**src/fet_pkg.sv**
```systemverilog
// Package for the Fourier excitation trajectory generator.
// Holds the command and status types, codes and fixed-point constants.
// No dependencies.
`timescale 1ns / 1ps

package fet_pkg;

    // Fixed widths of the interface and internal arithmetic.
    localparam int TICK_W  = 17;
    localparam int PPP_W   = 16;
    localparam int CFG_W   = 23;
    localparam int COEF_W  = 32;
    localparam int ACC_W   = 64;

    // Input function codes.
    localparam logic [1:0] FUNC_WRITE_COEF = 2'd0;
    localparam logic [1:0] FUNC_SET_ANGLE  = 2'd1;
    localparam logic [1:0] FUNC_START      = 2'd2;
    localparam logic [1:0] FUNC_TICK       = 2'd3;

    // Configuration register indexes.
    localparam logic [2:0] CFG_POINTS_PER_PERIOD = 3'd0;
    localparam logic [2:0] CFG_LAST_POINT        = 3'd1;
    localparam logic [2:0] CFG_FUNDAMENTAL_RATE  = 3'd2;
    localparam logic [2:0] CFG_INVERSE_RATE      = 3'd3;
    localparam logic [2:0] CFG_JOINT_ENABLE_MASK = 3'd4;

    // Reset values of the configuration registers.
    localparam logic [15:0] PPP_RESET  = 16'd1000;
    localparam logic [15:0] LAST_RESET = 16'd1000;
    localparam logic [22:0] FR_RESET   = 23'd41176;
    localparam logic [22:0] IR_RESET   = 23'd104308;
    localparam logic [5:0]  MASK_RESET = 6'd63;

    // Radians to degrees in Q16 and the clamp applied before conversion.
    localparam logic signed [23:0] R2D_Q16   = 24'sd3754936;
    localparam logic signed [63:0] RAD_LIMIT = 64'sh0000_0040_0000_0000;
    localparam logic signed [63:0] DEG_MAX   = 64'sh0000_0000_7FFF_FFFF;
    localparam logic signed [63:0] DEG_MIN   = 64'shFFFF_FFFF_8000_0000;
    localparam longint HALF_PI_Q30 = 64'd1686629713;
    localparam longint Q30_ONE     = 64'd1073741824;

    // Datapath operations issued by the controller.
    typedef enum logic [4:0] {
        OP_NONE,
        OP_WR_COEF,
        OP_WR_ANGLE,
        OP_CLR_TICK,
        OP_PH_INIT,
        OP_DIV_LOAD,
        OP_DIV_STEP,
        OP_ROM_S,
        OP_ROM_C,
        OP_STORE_C,
        OP_RD_A,
        OP_RD_B,
        OP_LAT_B,
        OP_MUL,
        OP_COMB,
        OP_SCALE,
        OP_KMUL,
        OP_KDIV,
        OP_ACC,
        OP_RD_Q,
        OP_POS_SUM,
        OP_TD_MUL,
        OP_TD_SAT,
        OP_EMIT,
        OP_EMIT_DONE
    } dp_op_t;

    // Which quantity the degree conversion works on.
    typedef enum logic [1:0] {
        SEL_POS,
        SEL_VEL,
        SEL_ACC
    } td_sel_t;

    typedef struct packed {
        dp_op_t  op;
        td_sel_t sel;
    } dp_cmd_t;

    typedef struct packed {
        logic div_last;
        logic kdiv_last;
        logic k_last;
        logic j_last;
        logic tick_over;
        logic out_free;
    } dp_status_t;

    // Quarter-wave sine in Q1.30 for table entry u of a quarter of 2^qbits.
    // Evaluated at elaboration only, to fill the constant table.
    function automatic logic signed [31:0] sine_q30(input int unsigned u,
                                                    input int unsigned qbits);
        longint x;
        longint x2;
        longint t;
        longint s;
        x  = (longint'(u) * HALF_PI_Q30) >>> qbits;
        x2 = (x * x) >>> 30;
        t  = Q30_ONE;
        t  = Q30_ONE - ((t * x2) >>> 30) / 110;
        t  = Q30_ONE - ((t * x2) >>> 30) / 72;
        t  = Q30_ONE - ((t * x2) >>> 30) / 42;
        t  = Q30_ONE - ((t * x2) >>> 30) / 20;
        t  = Q30_ONE - ((t * x2) >>> 30) / 6;
        s  = (x * t) >>> 30;
        return 32'(s);
    endfunction

endpackage

```
**src/fet_ctrl.sv**
```systemverilog
// Controller of the trajectory generator: sequences phase, term and
// conversion steps. Depends on fet_pkg.
`timescale 1ns / 1ps

module fet_ctrl (
    input  logic                clk,
    input  logic                rst_n,
    input  logic                in_valid,
    output logic                in_ready,
    input  logic [1:0]          func,
    output fet_pkg::dp_cmd_t    cmd,
    input  fet_pkg::dp_status_t status
);
    import fet_pkg::*;

    typedef enum logic [4:0] {
        ST_IDLE,
        ST_DONE,
        ST_DIV_LOAD,
        ST_DIV,
        ST_ROM_S,
        ST_ROM_C,
        ST_STORE_C,
        ST_RD_A,
        ST_RD_B,
        ST_LAT_B,
        ST_MUL,
        ST_COMB,
        ST_SCALE,
        ST_KMUL,
        ST_KDIV,
        ST_ACC,
        ST_RD_Q,
        ST_POS_SUM,
        ST_TD_PM,
        ST_TD_PS,
        ST_TD_VM,
        ST_TD_VS,
        ST_TD_AM,
        ST_TD_AS,
        ST_EMIT
    } state_t;

    state_t state_reg;
    state_t state_next;
    logic   running_reg;
    logic   running_next;
    logic   accept;

    assign in_ready = (state_reg == ST_IDLE);
    assign accept   = in_valid && in_ready;

    // Next state and the command for the current cycle.
    always_comb
    begin
        state_next   = state_reg;
        running_next = running_reg;
        cmd.op       = OP_NONE;
        cmd.sel      = SEL_POS;
        unique case (state_reg)
            ST_IDLE:
            begin
                if (accept)
                begin
                    unique case (func)
                        FUNC_WRITE_COEF: cmd.op = OP_WR_COEF;
                        FUNC_SET_ANGLE:  cmd.op = OP_WR_ANGLE;
                        FUNC_START:
                        begin
                            cmd.op       = OP_CLR_TICK;
                            running_next = 1'b1;
                        end
                        default:
                        begin
                            if (running_reg)
                            begin
                                if (status.tick_over)
                                begin
                                    cmd.op       = OP_CLR_TICK;
                                    running_next = 1'b0;
                                    state_next   = ST_DONE;
                                end
                                else
                                begin
                                    cmd.op     = OP_PH_INIT;
                                    state_next = ST_DIV_LOAD;
                                end
                            end
                        end
                    endcase
                end
            end
            ST_DONE:
            begin
                if (status.out_free)
                begin
                    cmd.op     = OP_EMIT_DONE;
                    state_next = ST_IDLE;
                end
            end
            ST_DIV_LOAD:
            begin
                cmd.op     = OP_DIV_LOAD;
                state_next = ST_DIV;
            end
            ST_DIV:
            begin
                cmd.op = OP_DIV_STEP;
                if (status.div_last)
                begin
                    state_next = ST_ROM_S;
                end
            end
            ST_ROM_S:
            begin
                cmd.op     = OP_ROM_S;
                state_next = ST_ROM_C;
            end
            ST_ROM_C:
            begin
                cmd.op     = OP_ROM_C;
                state_next = ST_STORE_C;
            end
            ST_STORE_C:
            begin
                cmd.op     = OP_STORE_C;
                state_next = status.k_last ? ST_RD_A : ST_DIV_LOAD;
            end
            ST_RD_A:
            begin
                cmd.op     = OP_RD_A;
                state_next = ST_RD_B;
            end
            ST_RD_B:
            begin
                cmd.op     = OP_RD_B;
                state_next = ST_LAT_B;
            end
            ST_LAT_B:
            begin
                cmd.op     = OP_LAT_B;
                state_next = ST_MUL;
            end
            ST_MUL:
            begin
                cmd.op     = OP_MUL;
                state_next = ST_COMB;
            end
            ST_COMB:
            begin
                cmd.op     = OP_COMB;
                state_next = ST_SCALE;
            end
            ST_SCALE:
            begin
                cmd.op     = OP_SCALE;
                state_next = ST_KMUL;
            end
            ST_KMUL:
            begin
                cmd.op     = OP_KMUL;
                state_next = ST_KDIV;
            end
            ST_KDIV:
            begin
                cmd.op = OP_KDIV;
                if (status.kdiv_last)
                begin
                    state_next = ST_ACC;
                end
            end
            ST_ACC:
            begin
                cmd.op     = OP_ACC;
                state_next = status.k_last ? ST_RD_Q : ST_RD_A;
            end
            ST_RD_Q:
            begin
                cmd.op     = OP_RD_Q;
                state_next = ST_POS_SUM;
            end
            ST_POS_SUM:
            begin
                cmd.op     = OP_POS_SUM;
                state_next = ST_TD_PM;
            end
            ST_TD_PM:
            begin
                cmd.op     = OP_TD_MUL;
                cmd.sel    = SEL_POS;
                state_next = ST_TD_PS;
            end
            ST_TD_PS:
            begin
                cmd.op     = OP_TD_SAT;
                cmd.sel    = SEL_POS;
                state_next = ST_TD_VM;
            end
            ST_TD_VM:
            begin
                cmd.op     = OP_TD_MUL;
                cmd.sel    = SEL_VEL;
                state_next = ST_TD_VS;
            end
            ST_TD_VS:
            begin
                cmd.op     = OP_TD_SAT;
                cmd.sel    = SEL_VEL;
                state_next = ST_TD_AM;
            end
            ST_TD_AM:
            begin
                cmd.op     = OP_TD_MUL;
                cmd.sel    = SEL_ACC;
                state_next = ST_TD_AS;
            end
            ST_TD_AS:
            begin
                cmd.op     = OP_TD_SAT;
                cmd.sel    = SEL_ACC;
                state_next = ST_EMIT;
            end
            ST_EMIT:
            begin
                if (status.out_free)
                begin
                    cmd.op     = OP_EMIT;
                    state_next = status.j_last ? ST_IDLE : ST_RD_A;
                end
            end
        endcase
    end

    // State and run flag.
    always_ff @(posedge clk or negedge rst_n)
    begin
        if (!rst_n)
        begin
            state_reg   <= ST_IDLE;
            running_reg <= 1'b0;
        end
        else
        begin
            state_reg   <= state_next;
            running_reg <= running_next;
        end
    end

endmodule

```
**config.mk**
```make
export PLATFORM = sky130hd
export DESIGN_NAME = fet_ctrl
export DESIGN_NICKNAME = d
export VERILOG_FILES = /design/src/fet_pkg.sv /design/src/fet_ctrl.sv
export SDC_FILE = /design/constraint.sdc
export NUM_CORES = 1
export LEC_CHECK = 0
export BUFFER_PORTS_ARGS = -buffer_cell sky130_fd_sc_hd__buf_2
export CAP_MARGIN = 20
export CORE_MARGIN = 5
export CORE_UTILIZATION = 54
export CTS_BUF_LIST = sky130_fd_sc_hd__clkbuf_16
export CTS_CLUSTER_DIAMETER = 60
export DETAILED_ROUTE_END_ITERATION = 7
export PLACE_DENSITY = 0.85
export SYNTH_ARGS = -nofsm -noshare
export SYNTH_HDL_FRONTEND = slang
export SYNTH_SLANG_ARGS = --single-unit
export TNS_END_PERCENT = 1
```
**constraint.sdc**
```tcl
create_clock -name clk -period 2.9 [get_ports clk]
set_clock_uncertainty 0.1 [all_clocks]
set_input_delay 0.58 -clock clk [delete_from_list [all_inputs] [get_ports clk]]
set_output_delay 0.58 -clock clk [all_outputs]
set_load 0.02 [all_outputs]
```
# [Word level (Yosys, flattened, before mapping)]
# Index checks and enable logic that the tools add are counted.
[word_totals] reg_bits=6 inputBits=11 elab_cells=70
[op_classes] eq_ne=33 n_mux=23 n_bitwise=1 n_reduce_logical=11
[op_table] cell="case mux 5 bit (25 select lines)" count=1
[op_table] cell="case mux 5 bit (21 select lines)" count=1
[op_table] cell="two-way mux 5 bit" count=10
[op_table] cell="equality test 5 bit, second input constant" count=9
[op_table] cell="equality test 5 x 4 -> 1 bit, second input constant" count=8
[op_table] cell="equality test 5 x 3 -> 1 bit, second input constant" count=4
[op_table] cell="two-way mux 3 bit" count=5
[op_table] cell="equality test 5 x 2 -> 1 bit, second input constant" count=2
[op_table] cell="inequality test 2 bit, second input constant" count=5
[op_table] cell="case mux 3 bit (3 select lines)" count=1
[op_table] cell="OR reduction 3 bit" count=3
[op_table] cell="AND reduction 7 bit" count=1
[op_table] cell="OR reduction 2 bit" count=3
[op_table] cell="equality test 5 x 1 -> 1 bit, second input constant" count=1
[op_table] cell="logical NOT 5 bit" count=1
[op_table] cell="inequality test 2 x 1 -> 1 bit, second input constant" count=2
[op_table] cell="case mux 2 bit (2 select lines)" count=1
[op_table] cell="AND reduction 3 bit" count=1
[op_table] cell="equality test 2 x 1 -> 1 bit, second input constant" count=1
[op_table] cell="equality test 2 bit, second input constant" count=1
[op_table] cell="logical NOT 2 bit" count=1
[op_table] cell="two-way mux 1 bit" count=2
[op_table] cell="two-way mux 2 bit" count=1
[op_table] cell="case mux 1 bit (2 select lines)" count=1
[op_table] cell="other kinds (2)" count=2

# [Depth between registers and ports, before layout]
[depth] word_depth=5 ltp_mapped=7 ltp_nobuf=6

# [Least setup slack after synthesis]
# OpenSTA, ideal clock, no wires.
[synth_timing] path_type="register -> output" from="reg state_reg[1]" to="out cmd[3] (netlist bit)" arrival_time_ns=1.757 path_slack_ns=0.463 stages_incl_launch_ff=6 n_path_buf=1 path_cell_list="dfrtp_1 -> buf_6 -> or3_4 -> nor3_4 -> nand2_1 -> o211ai_1"
[synth_lines] element="from (decl)" line="fet_ctrl.sv:44" rtl="state_t state_reg;"
[synth_lines] element="from (signal assigned)" line="fet_ctrl.sv:244" rtl="state_reg <= state_next;"
[synth_lines] element="to (decl)" line="fet_ctrl.sv:11" rtl="output fet_pkg::dp_cmd_t cmd,"

==> results.cfg <==
[setup_path]
crit_chain = or3_4, nor3_4, nand2_1, o211ai_1, buf_2
timing.rr.start = state_reg[4]
slowest_delay_ps = 460
arrival_ps = 1870
path_buf_inv = 1
reg2reg_depth = 6
path_depth = 5
crit_family = simple AND/OR/NAND/NOR gates
r2r-end = state_reg[2]
crit_path_end_kind = output port
start_kind = register
critPathLaunch = state_reg[2]
crit_required_ps = 2220
r2r_slack_ps = 810
crit_slowest_cell = dfrtp_1
crit_fanout = 8
crit_type = reg2out

[synthesis]
syn-num-nets = 144
synth_cells = 129
yosys.area.top_type = dfrtp_1
synth_top_area_share_pct = 16.46
ys_seq_area_share_pct = 16.46
synth.distinct_cells = 47
synth-main-ff-cell = dfrtp_1
yosys_warnings = 0
synthTopCellsByArea = dfrtp_1 (16%), a21oi_1 (6.0%), ha_1 (5.5%)
syn_area_um2 = 912.1
syn_avg_cell_area_um2 = 7.071
post-synth-top-count-cell = nor2_1
ys_ff_latch = 6
synth_edf_count = 0
synthArstFlopShare_pct = 100.0
synth_common_cells = nor2_1 (13), a21oi_1 (11), nand2_1 (11)

[timing]
finalCritPeriodShare_pct = 87.77
slew_headroom_pct = 72.64
rsz0062_at_grt = false
setup_tns_ps = 0
post-route-min-period_ps = 2545
final_max_slew_viol_count = 0
max_freq_mhz = 392.9
finalWorstSetupSlack_ps = 354.8
setup_viol = 0
whs_ps = 65.19
hold_violations = 0
tightest_slew_ps = 408.9

[global_routing]
grt-ovfl-total = 0
grt_use_met2_pct = 33.91
grt.total_usage_pct = 21.70
grt_first_pass_wirelength_um = 4422
grt_pass1_vias = 962
busiest_layer = met2
grtUsageMet1_pct = 29.08
antenna_found_initial = 0
met3_usage_pct = 3.488
grt_max_degree = 21

[clocking]
cts_setup_buffers = 0
cts_buffers = 3
clkTransAtPathRegs_ps = 40
cts_root_buf = clkbuf_16
cts_resized = 0
clkLatencyLatePin_ps = 230
h-tree-depth = 1
clkSinkCount = 6
cts_tree = done
cts_hold_buffers = 0
cts_buffer_depth = 2

[placed_design]
dp.final_hpwl_um = 1809
post_dp_cell_area_um2 = 994.7
gp_congestion = 0.8750
pre_cts_slack_ps = 590.2
io_buffers = 18

[run]
cap_viol_max_count = 0

[worst_hold_path]
timing.hold.worst.class = in2async

[die]
core_region_area_um2 = 1559
die_h_um = 51.10
die_w_um = 51.10
row_count = 14
start_util_pct = 58.51
die_area_um2 = 2611
ios = 19

[final_layout]
drive_gt1_share_pct = 23.61
seq_area_um2 = 150.1
syn2layout_area_growth_pct = 17.28
fin_area_um2 = 1070
finalNetCount = 161
multi_input_area_um2 = 674.4
fillCellCount = 135
fin_util_pct = 68.62
largest_reg_flops = 5
antennaDiodeCount = 0

[power]
leakage_nw = 0.4792
ir_worst_vdd_mv = 0.7638
power.density_nw_per_um2 = 1188

[route]
initialDrtViolationCount = 62
wl_per_cell_um = 16.01
drt_first_pass_iters = 4
via_per_inst = 6.725
vias = 1076
postRouteAntennaNets = 0
drt-total-wl_um = 2561
drc = 0

[outcome]
outcome = complete, no violations
## stage by stage
stage,power (mW),instances
floorplan,0.8565,129
global placement,1.004,157
detailed placement,1.023,157
CTS,1.263,160
global route,1.377,160
finish,1.271,160
## where the power goes
part	switching, mW	internal [mW]	total (mW)
combinational	0.507	0.346	0.854
sequential	0.0632	0.122	0.186
clock	0.0537	0.178	0.231
## final cells by class
| class | count | share of cell area (%) |
|---|---|---|
| Clock buffer | 3 | 7.018 |
| Inverter | 6 | 2.105 |
| Multi-Input combinational cell | 106 | 63.04 |
| Sequential cell | 6 | 14.04 |
| Tap cell | 16 | 1.871 |
| Timing Repair Buffer | 23 | 11.93 |
## layer usage
layer  share of wire [%]  wire length, µm
met3                 8.6              220
met4                 2.9               73
met2                  46             1178
met5                   0                0
met1                  42             1088
## worst max path at each step
stage / end / slack, ps
after floorplan: cmd[3] / 460
after global placement: cmd[3] / 650
after detailed placement: cmd[3] / 590
after CTS: cmd[3] / 340
after global routing: cmd[3] / 220
final: cmd[3] / 350
## placed cells by master, fill, tap and decap left out, types with 4 or more instances in the layout
cell,n
nor2_1,13
o21ai_0,8
dfrtp_1,6
nand2b_1,5
a21oi_1,11
buf_4,5
ha_1,4
a31oi_1,5
buf_2,18
nand2_1,11
inv_1,6
## worst register-to-register path, stage by stage (launching register included)
cell and delay [ps]:
dfrtp_1 490, buf_4 240, and3b_1 180, o21ai_2 170, a21boi_1 350, inv_1 110, a2111oi_2 330
## cells by family after synthesis
| logic type | share of synthesized area (%) |
|---|---|
| xor gates and xnor gates | 0.9604 |
| AOI/OAI and AO/OA | 34.29 |
| DFF | 16.46 |
| and+or+nand+nor | 33.20 |
| adders and majority gates | 5.487 |
| buffers and inverters | 9.602 |
No activity file was read; power rests on OpenSTA's default activity.
